===== config.mk =====
export PLATFORM = sky130hd
export DESIGN_NAME = number_literal_scanner_top
export DESIGN_NICKNAME = d
export VERILOG_FILES = /design/src/hw/rtl/nls_pkg.sv /design/src/hw/rtl/number_literal_scanner_top.sv
export SDC_FILE = /design/constraint.sdc
export NUM_CORES = 1
export LEC_CHECK = 0
export BUFFER_PORTS_ARGS = -buffer_cell sky130_fd_sc_hd__buf_2
export CORE_MARGIN = 3
export CORE_UTILIZATION = 57
export DETAILED_ROUTE_END_ITERATION = 16
export MAX_ROUTING_LAYER = met4
export PLACE_DENSITY = 0.85
export SETUP_SLACK_MARGIN = 0.5
export SKIP_CTS_REPAIR_TIMING = 1
export SLEW_MARGIN = 20
export SYNTH_ARGS = -nofsm -noshare
export SYNTH_HDL_FRONTEND = slang
export SYNTH_SLANG_ARGS = --single-unit

===== constraint.sdc =====
create_clock -name clk -period 3.2 [get_ports clk]
set_input_delay 0.64 -clock clk [delete_from_list [all_inputs] [get_ports clk]]
set_output_delay 0.64 -clock clk [all_outputs]
set_load 0.02 [all_outputs]

===== src/hw/rtl/nls_pkg.sv =====
// Shared types, codes and character classes for the numeric literal scanner.
package nls_pkg;

  localparam int unsigned MAX_LENGTH_DEF = 255;

  // Token kinds as they appear on the result channel.
  localparam logic [2:0] KIND_INT      = 3'd0;
  localparam logic [2:0] KIND_FLOAT    = 3'd1;
  localparam logic [2:0] KIND_BAD_HEX  = 3'd2;
  localparam logic [2:0] KIND_BAD_BIN  = 3'd3;
  localparam logic [2:0] KIND_BAD_ZERO = 3'd4;
  localparam logic [2:0] KIND_BAD_EXP  = 3'd5;

  localparam logic [1:0] PB_NONE = 2'd0;
  localparam logic [1:0] PB_ONE  = 2'd1;
  localparam logic [1:0] PB_TWO  = 2'd2;

  localparam logic [7:0] CH_ZERO  = 8'h30;
  localparam logic [7:0] CH_ONE   = 8'h31;
  localparam logic [7:0] CH_LO_X  = 8'h78;
  localparam logic [7:0] CH_UP_X  = 8'h58;
  localparam logic [7:0] CH_LO_B  = 8'h62;
  localparam logic [7:0] CH_UP_B  = 8'h42;
  localparam logic [7:0] CH_DOT   = 8'h2e;
  localparam logic [7:0] CH_LO_E  = 8'h65;
  localparam logic [7:0] CH_UP_E  = 8'h45;
  localparam logic [7:0] CH_PLUS  = 8'h2b;
  localparam logic [7:0] CH_MINUS = 8'h2d;
  localparam logic [7:0] CH_UNDER = 8'h5f;

  typedef enum logic [3:0] {
    MODE_IDLE,
    MODE_ZERO,
    MODE_INT,
    MODE_FRAC,
    MODE_EXP_SIGN,
    MODE_EXP_DIG,
    MODE_HEX_START,
    MODE_HEX_DIG,
    MODE_BIN_START,
    MODE_BIN_DIG,
    MODE_BAD_HEX,
    MODE_BAD_BIN,
    MODE_BAD_ZERO,
    MODE_BAD_EXP
  } scan_mode_t;

  function automatic logic is_digit(input logic [7:0] c);
    return (c >= 8'h30) && (c <= 8'h39);
  endfunction

  function automatic logic is_letter(input logic [7:0] c);
    return ((c >= 8'h61) && (c <= 8'h7a)) || ((c >= 8'h41) && (c <= 8'h5a));
  endfunction

  function automatic logic is_alnum(input logic [7:0] c);
    return is_letter(c) || is_digit(c) || (c == CH_UNDER);
  endfunction

  function automatic logic is_hex(input logic [7:0] c);
    return is_digit(c) || ((c >= 8'h61) && (c <= 8'h66)) || ((c >= 8'h41) && (c <= 8'h46));
  endfunction

endpackage


===== src/hw/rtl/number_literal_scanner_top.sv =====
// Numeric literal scanner: one source character per transaction, token reports out.
//
// The scanner takes one character per clock cycle unless the result side
// stalls, and answers each input transaction with zero or one token report:
// kind, length and pushback count. An item passes through an input register
// and the state-update logic into a result register; a token's report is
// written there when the character that ends the token leaves the input
// register. A new character is taken in every cycle while the result side
// keeps up, since the whole state update for a character is combinational.
// A report that waits on the result side holds the character behind it in
// the input register, so the input stalls once both registers are full.
// Lengths count up to MAX_LENGTH and the report carries the low eight bits.
// When pushback is nonzero, that many trailing characters must be fed again.
module number_literal_scanner_top #(
  parameter int unsigned MAX_LENGTH = nls_pkg::MAX_LENGTH_DEF
) (
  input  logic        clk,
  input  logic        rst_n,
  input  logic        in_tvalid,
  output logic        in_tready,
  input  logic [7:0]  in_tdata,   // [7:0] ch
  input  logic        in_tuser,   // [0] begin_req
  input  logic        in_tlast,   // at_end
  output logic        out_tvalid,
  input  logic        out_tready,
  output logic [15:0] out_tdata,  // [7:0] length, [9:8] pushback, [15:10] zero
  output logic [2:0]  out_tuser   // [2:0] kind
);

  localparam int unsigned LEN_W = $clog2(MAX_LENGTH + 1);
  localparam logic [LEN_W:0] MAX_EXT = (LEN_W + 1)'(MAX_LENGTH);

  // Input register.
  logic       stg_vld_r;
  logic [7:0] stg_ch_r;
  logic       stg_begin_r;
  logic       stg_end_r;

  // Scanner state.
  nls_pkg::scan_mode_t mode_r, mode_nxt;
  logic [LEN_W-1:0]    len_r, len_nxt;
  logic                seen_float_r, seen_float_nxt;
  logic                dot_pend_r, dot_pend_nxt;

  // Result register.
  logic       out_vld_r;
  logic [2:0] out_kind_r;
  logic [7:0] out_len_r;
  logic [1:0] out_pb_r;

  logic             advance;
  logic             res_vld;
  logic [2:0]       res_kind;
  logic [1:0]       res_pb;
  logic             do_dec;
  logic             dec_int;
  logic [LEN_W:0]   sum1, sum2;
  logic [LEN_W-1:0] len_inc1, len_inc2;
  logic [LEN_W+7:0] len_ext;
  logic [2:0]       dec_kind;

  assign advance   = stg_vld_r && (!out_vld_r || out_tready);
  assign in_tready = !stg_vld_r || advance;

  assign sum1     = {1'b0, len_r} + (LEN_W + 1)'(1);
  assign sum2     = {1'b0, len_r} + (LEN_W + 1)'(2);
  assign len_inc1 = (sum1 > MAX_EXT) ? MAX_EXT[LEN_W-1:0] : sum1[LEN_W-1:0];
  assign len_inc2 = (sum2 > MAX_EXT) ? MAX_EXT[LEN_W-1:0] : sum2[LEN_W-1:0];
  assign len_ext  = {8'b0, len_r};
  assign dec_kind = seen_float_r ? nls_pkg::KIND_FLOAT : nls_pkg::KIND_INT;

  always_comb begin
    mode_nxt       = mode_r;
    len_nxt        = len_r;
    seen_float_nxt = seen_float_r;
    dot_pend_nxt   = dot_pend_r;
    res_vld        = 1'b0;
    res_kind       = nls_pkg::KIND_INT;
    res_pb         = nls_pkg::PB_NONE;
    do_dec         = 1'b0;
    dec_int        = 1'b0;

    if (stg_end_r) begin
      res_vld = 1'b1;
      case (mode_r)
        nls_pkg::MODE_ZERO, nls_pkg::MODE_INT, nls_pkg::MODE_FRAC,
        nls_pkg::MODE_EXP_SIGN, nls_pkg::MODE_EXP_DIG: begin
          res_kind = dec_kind;
          res_pb   = dot_pend_r ? nls_pkg::PB_ONE : nls_pkg::PB_NONE;
        end
        nls_pkg::MODE_HEX_START, nls_pkg::MODE_BAD_HEX: res_kind = nls_pkg::KIND_BAD_HEX;
        nls_pkg::MODE_BIN_START, nls_pkg::MODE_BAD_BIN: res_kind = nls_pkg::KIND_BAD_BIN;
        nls_pkg::MODE_HEX_DIG, nls_pkg::MODE_BIN_DIG:   res_kind = nls_pkg::KIND_INT;
        nls_pkg::MODE_BAD_ZERO:                         res_kind = nls_pkg::KIND_BAD_ZERO;
        nls_pkg::MODE_BAD_EXP:                          res_kind = nls_pkg::KIND_BAD_EXP;
        default: res_vld = 1'b0;
      endcase
    end else if (stg_begin_r) begin
      len_nxt        = LEN_W'(1);
      seen_float_nxt = 1'b0;
      dot_pend_nxt   = 1'b0;
      mode_nxt       = (stg_ch_r == nls_pkg::CH_ZERO) ? nls_pkg::MODE_ZERO : nls_pkg::MODE_INT;
    end else begin
      case (mode_r)
        nls_pkg::MODE_ZERO: begin
          if (stg_ch_r == nls_pkg::CH_LO_X || stg_ch_r == nls_pkg::CH_UP_X) begin
            len_nxt  = len_inc1;
            mode_nxt = nls_pkg::MODE_HEX_START;
          end else if (stg_ch_r == nls_pkg::CH_LO_B || stg_ch_r == nls_pkg::CH_UP_B) begin
            len_nxt  = len_inc1;
            mode_nxt = nls_pkg::MODE_BIN_START;
          end else if (nls_pkg::is_letter(stg_ch_r)) begin
            len_nxt  = len_inc1;
            mode_nxt = nls_pkg::MODE_BAD_ZERO;
          end else begin
            mode_nxt = nls_pkg::MODE_INT;
            do_dec   = 1'b1;
            dec_int  = 1'b1;
          end
        end
        nls_pkg::MODE_INT: begin
          do_dec  = 1'b1;
          dec_int = 1'b1;
        end
        nls_pkg::MODE_FRAC: do_dec = 1'b1;
        nls_pkg::MODE_EXP_SIGN, nls_pkg::MODE_EXP_DIG: begin
          if (nls_pkg::is_digit(stg_ch_r) || (mode_r == nls_pkg::MODE_EXP_SIGN &&
              (stg_ch_r == nls_pkg::CH_PLUS || stg_ch_r == nls_pkg::CH_MINUS))) begin
            len_nxt  = len_inc1;
            mode_nxt = nls_pkg::MODE_EXP_DIG;
          end else if (nls_pkg::is_alnum(stg_ch_r)) begin
            len_nxt  = len_inc1;
            mode_nxt = nls_pkg::MODE_BAD_EXP;
          end else begin
            res_vld  = 1'b1;
            res_kind = nls_pkg::KIND_FLOAT;
            res_pb   = nls_pkg::PB_ONE;
          end
        end
        nls_pkg::MODE_HEX_START, nls_pkg::MODE_HEX_DIG: begin
          if (nls_pkg::is_hex(stg_ch_r)) begin
            len_nxt  = len_inc1;
            mode_nxt = nls_pkg::MODE_HEX_DIG;
          end else if (nls_pkg::is_alnum(stg_ch_r)) begin
            len_nxt  = len_inc1;
            mode_nxt = nls_pkg::MODE_BAD_HEX;
          end else begin
            res_vld  = 1'b1;
            res_kind = (mode_r == nls_pkg::MODE_HEX_START) ? nls_pkg::KIND_BAD_HEX
                                                           : nls_pkg::KIND_INT;
            res_pb   = nls_pkg::PB_ONE;
          end
        end
        nls_pkg::MODE_BIN_START, nls_pkg::MODE_BIN_DIG: begin
          if (stg_ch_r == nls_pkg::CH_ZERO || stg_ch_r == nls_pkg::CH_ONE) begin
            len_nxt  = len_inc1;
            mode_nxt = nls_pkg::MODE_BIN_DIG;
          end else if (nls_pkg::is_alnum(stg_ch_r)) begin
            len_nxt  = len_inc1;
            mode_nxt = nls_pkg::MODE_BAD_BIN;
          end else begin
            res_vld  = 1'b1;
            res_kind = (mode_r == nls_pkg::MODE_BIN_START) ? nls_pkg::KIND_BAD_BIN
                                                           : nls_pkg::KIND_INT;
            res_pb   = nls_pkg::PB_ONE;
          end
        end
        nls_pkg::MODE_BAD_HEX, nls_pkg::MODE_BAD_BIN,
        nls_pkg::MODE_BAD_ZERO, nls_pkg::MODE_BAD_EXP: begin
          if (nls_pkg::is_alnum(stg_ch_r)) begin
            len_nxt = len_inc1;
          end else begin
            res_vld = 1'b1;
            res_pb  = nls_pkg::PB_ONE;
            case (mode_r)
              nls_pkg::MODE_BAD_HEX:  res_kind = nls_pkg::KIND_BAD_HEX;
              nls_pkg::MODE_BAD_BIN:  res_kind = nls_pkg::KIND_BAD_BIN;
              nls_pkg::MODE_BAD_ZERO: res_kind = nls_pkg::KIND_BAD_ZERO;
              default:                res_kind = nls_pkg::KIND_BAD_EXP;
            endcase
          end
        end
        default: mode_nxt = nls_pkg::MODE_IDLE;
      endcase

      // Shared decimal, fraction and exponent-start handling.
      if (do_dec) begin
        if (dot_pend_r) begin
          if (nls_pkg::is_digit(stg_ch_r)) begin
            dot_pend_nxt   = 1'b0;
            seen_float_nxt = 1'b1;
            len_nxt        = len_inc2;
            mode_nxt       = nls_pkg::MODE_FRAC;
          end else begin
            res_vld  = 1'b1;
            res_kind = dec_kind;
            res_pb   = nls_pkg::PB_TWO;
          end
        end else if (nls_pkg::is_digit(stg_ch_r)) begin
          len_nxt = len_inc1;
        end else if (dec_int && stg_ch_r == nls_pkg::CH_DOT) begin
          dot_pend_nxt = 1'b1;
        end else if (stg_ch_r == nls_pkg::CH_LO_E || stg_ch_r == nls_pkg::CH_UP_E) begin
          len_nxt        = len_inc1;
          seen_float_nxt = 1'b1;
          mode_nxt       = nls_pkg::MODE_EXP_SIGN;
        end else begin
          res_vld  = 1'b1;
          res_kind = dec_kind;
          res_pb   = nls_pkg::PB_ONE;
        end
      end
    end

    // A finished token returns the scanner to idle.
    if (res_vld) begin
      mode_nxt       = nls_pkg::MODE_IDLE;
      len_nxt        = '0;
      seen_float_nxt = 1'b0;
      dot_pend_nxt   = 1'b0;
    end
  end

  always_ff @(posedge clk) begin
    if (!rst_n) begin
      stg_vld_r <= 1'b0;
    end else if (in_tvalid && in_tready) begin
      stg_vld_r <= 1'b1;
    end else if (advance) begin
      stg_vld_r <= 1'b0;
    end
  end

  always_ff @(posedge clk) begin
    if (in_tvalid && in_tready) begin
      stg_ch_r    <= in_tdata;
      stg_begin_r <= in_tuser;
      stg_end_r   <= in_tlast;
    end
  end

  always_ff @(posedge clk) begin
    if (!rst_n) begin
      mode_r       <= nls_pkg::MODE_IDLE;
      len_r        <= '0;
      seen_float_r <= 1'b0;
      dot_pend_r   <= 1'b0;
    end else if (advance) begin
      mode_r       <= mode_nxt;
      len_r        <= len_nxt;
      seen_float_r <= seen_float_nxt;
      dot_pend_r   <= dot_pend_nxt;
    end
  end

  always_ff @(posedge clk) begin
    if (!rst_n) begin
      out_vld_r <= 1'b0;
    end else if (advance && res_vld) begin
      out_vld_r <= 1'b1;
    end else if (out_tready) begin
      out_vld_r <= 1'b0;
    end
  end

  always_ff @(posedge clk) begin
    if (advance && res_vld) begin
      out_kind_r <= res_kind;
      out_len_r  <= len_ext[7:0];
      out_pb_r   <= res_pb;
    end
  end

  assign out_tvalid = out_vld_r;
  assign out_tdata  = {6'b0, out_pb_r, out_len_r};
  assign out_tuser  = out_kind_r;

endmodule


==> results summary <==
The area of the core came out at 0.00517 sq mm. The total power divided by cell area came out at 314 mW/mm^2. Net switching is 25.6% of the power.

The sum of overflow across all layers after global routing is 0. Global routing consumed, over all layers together, 28.6% of the routing resources. The worst voltage drop across the vdd grid came out at 296 uV. The number of enable flip-flop cells after synthesis came out at 23. The clock transition time at the flip-flop clock pins of the worst setup and hold paths came out at 80 ps. The post-synthesis sequential area ratio came out at 32.7%. The final critical path time including I/O delays and setup came out at 2650 ps. The number of ports placed on the die boundary is 35. The number of antenna violations at the first check in global routing is 0.

The post-synthesis register bit count is 39. After routing the design area is 0.00352 sq mm. After floorplanning, the core was divided into 26 placement rows.

The count of final max-slew check failures is 0. The number of failing hold endpoints at the final stage is 0. The most common cell in the netlist is sky130_fd_sc_hd__nand2_1.

The static leakage power came out at 0.00135 uW. The number of global-route vias before repair is 2,787. The total DRC errors in the routed layout came out at 0. In this run the remaining antenna-violating nets after routing total 0. The number of unique standard cell types used by synthesis came out at 75. The logic gate share of total power came out at 12.8%.

The data arrival time of the critical path is 2650 ps. The critical path start-end classification is flip-flop to flip-flop. The net count of the finished layout is 422. The effective utilization at floorplan is 59.8%. Based on the critical path, the design can be clocked at up to 378 MHz.

The diode insertion count for antenna repair is 0. In the post-synthesis netlist, the biggest area contributors are sky130_fd_sc_hd__edfxtp_1 (22%), sky130_fd_sc_hd__dfxtp_1 (10%), sky130_fd_sc_hd__nand2_1 (4.6%). The global-route wire length before repair is 13.8 mm. After the flow finishes, the layout carries non-filler instances totaling 474.

STA puts the critical path data required time at 3210 ps. Entering global routing, the biggest net connects 24 pins. The clock root buffer master is sky130_fd_sc_hd__clkbuf_8.

The average routed wire per standard cell is 18.0 um. The fraction of post-synthesis cell area in the top cell type by area is 22.3%. The fraction of registers with async set or reset after synthesis came out at 0%. The total setup violations reported at the end of the flow is 0. The share of total power dissipated in sequential elements is 50.7%. The vias after detailed routing came out at 3,100. The vertical die dimension came out at 79.7 um.

The biggest area contributor in the post-synthesis netlist is sky130_fd_sc_hd__edfxtp_1. The average footprint of a synthesized cell came out at 8.31 sq um. The worst register-to-register path has a setup slack of 550 ps.

The fraction of final layout cells sized beyond drive strength 1 came out at 22.0%. Once placement completed, the tool counted placed cells totaling 453. For this run, the leading register cell type out of synthesis is sky130_fd_sc_hd__edfxtp_1. Setup repair after global routing could not meet its margin everywhere. The maximum fanout along the worst path is 8. The sequential cell area came out at 0.00102 sq mm.

In this run the worst hold path is classified as primary input to flip-flop. The power spent charging and discharging nets is 284 uW. The worst-margin pin slew is 797 ps. Port buffering added 28 buffers. Ranked by instance count, the synthesized netlist is headed by sky130_fd_sc_hd__nand2_1 (38), sky130_fd_sc_hd__nor2_1 (29), sky130_fd_sc_hd__o21ai_0 (26), sky130_fd_sc_hd__a21oi_1 (23), sky130_fd_sc_hd__edfxtp_1 (23). The design internal power came out at 824 uW. The total number of yosys warnings came out at 0.

Measured against its own limit, the worst slew margin works out to 46.8%. The flow ran to the end, and the final reports show no timing, DRC or antenna violations. The HPWL after detailed placement came out at 6.24 mm. Setup slack on the critical path of the routed design comes to 555 ps. After synthesis the cells add up to 0.00309 sq mm.

The part of the cycle the worst path needs came out at 82.7%. The worst setup path is launched from a flip-flop. TritonCTS built the clock tree. Summing all multi-input logic gate instances after layout gives 0.00194 sq mm. The violation count after the first detailed-route iteration is 491. From left edge to right edge, the die measures 79.7 um.

The total number of clock tree sinks came out at 39. The synthesized instance count came out at 372. The latest clock arrival within the worst-skew pair is 300 ps. The routed via count divided by cell count came out at 6.54. Of the total power, the clock network draws 36.5%. At the placement stage, the worst setup path has a slack of 383 ps. The weighted congestion reported at the end of routability-driven placement came out at 0.992. The worst setup path is captured at a flip-flop. The cell area after placement came out at 0.00324 sq mm. The layout overhead on the synthesized area is 14.0%. The iteration count of the initial detailed-routing pass is 5. The total die area is 0.00634 sq mm. The number of clock buffers added by TritonCTS is 5. The maximum buffer depth of the clock tree is 2.

The final setup skew came out at 12.9 ps. For the final routed database, the setup TNS stands at 0 ps. The H-tree was split into 2 levels. The final wirelength came out at 8.55 mm. The max-cap violation count is 0.

Counting the fill cells in the layout gives 433.
==> layer usage <==
layer  global-route usage (%)  routed length, um  part of all wire (%)  vias to the layer above
li1                         -                  -                     -                     1451
met1                     40.9               3790                    44                     1403
met2                     40.7               3590                    42                      214
met3                     5.30                955                    11                       32
met4                     9.28                216                   2.5                        0
met5                        -                  0                     0                        -
==> registers in the layout, summed over array words and instances (netlist names) <==
register      cells
dot_pend_r        1
seen_float_r      1
len_r             8
mode_r            4
out_tvalid        1
stg_vld_r         1
out_pb_r          2
out_len_r         8
out_tuser         3
stg_begin_r       1
stg_end_r         1
stg_ch_r          8
==> path summary, 6_finish.rpt <==
kind / startpoint / endpoint / cells past startpoint
worst min register to register: mode_r[0] / mode_r[0] / 2
worst min-delay path: in_tdata[7] / stg_ch_r[7] / 1
worst max-delay path: stg_ch_r[2] / out_len_r[1] / 8
worst max register to register: stg_ch_r[2] / out_len_r[1] / 8
==> placed cells by master, fill, tap and decap left out, types with 5 or more instances in the layout <==
| cell type | n |
|---|---|
| sky130_fd_sc_hd__a21oi_1 | 22 |
| sky130_fd_sc_hd__a31oi_1 | 8 |
| sky130_fd_sc_hd__and3_1 | 5 |
| sky130_fd_sc_hd__buf_2 | 28 |
| sky130_fd_sc_hd__buf_4 | 21 |
| sky130_fd_sc_hd__clkbuf_8 | 5 |
| sky130_fd_sc_hd__conb_1 | 6 |
| sky130_fd_sc_hd__dfxtp_1 | 12 |
| sky130_fd_sc_hd__edfxtp_1 | 23 |
| sky130_fd_sc_hd__inv_1 | 9 |
| sky130_fd_sc_hd__nand2_1 | 38 |
| sky130_fd_sc_hd__nand2b_1 | 10 |
| sky130_fd_sc_hd__nand3_1 | 17 |
| sky130_fd_sc_hd__nor2_1 | 29 |
| sky130_fd_sc_hd__nor2b_1 | 7 |
| sky130_fd_sc_hd__nor3_1 | 14 |
| sky130_fd_sc_hd__o21ai_0 | 26 |
| sky130_fd_sc_hd__o21bai_1 | 5 |
| sky130_fd_sc_hd__o31ai_1 | 7 |
==> final cells by class <==
class	instances	area share (%)
multi-input combinational	296	55.1
timing repair buffer	52	9.45
clock inverter	3	1.10
sequential	39	28.9
tap	70	2.49
clock buffer	5	1.95
inverter	9	0.959
==> cell families (layout without fill, tap and decap cells) <==
family / after synthesis / in the layout / share of synthesized area (%)
AND/OR/NAND/NOR: 150 / 150 / 25.0
AO/OA/AOI/OAI: 127 / 127 / 30.9
buffers and inverters: 42 / 69 / 6.92
flip-flops: 39 / 39 / 32.7
XOR/XNOR: 7 / 7 / 1.98
adder cells (fa/ha/maj): 5 / 5 / 2.02
other: 1 / 6 / 0.121
multiplexers: 1 / 1 / 0.364
==> power groups by stage <==
stage	clock network [uW]	logic [uW]	registers [uW]
3_5_place_dp	0	122	573
6_report	404	142	562
3_3_place_gp	0	121	573
4_1_cts	411	122	561
2_1_floorplan	0	106	562
5_1_grt	435	153	564
==> worst max-delay path: stages (launching register included) <==
cell                        delay (ps)
sky130_fd_sc_hd__edfxtp_1          510
sky130_fd_sc_hd__nor3_2            320
sky130_fd_sc_hd__a221oi_4          150
sky130_fd_sc_hd__nor3_2            330
sky130_fd_sc_hd__buf_4             230
sky130_fd_sc_hd__a2bb2oi_2          80
sky130_fd_sc_hd__or2_2             360
sky130_fd_sc_hd__a21oi_4           200
sky130_fd_sc_hd__buf_6             160
==> through the flow <==
stage | power [uW] | utilization (%) | hold slack, ps
floorplan | 668 | - | 403
global placement | 694 | 62.7 | 556
detailed placement | 694 | 62.7 | 544
CTS | 1090 | 64.8 | 510
global route | 1150 | 68.1 | 504
finish | 1110 | 68.1 | 508
Note: power is estimated with default switching activity, not from simulation.
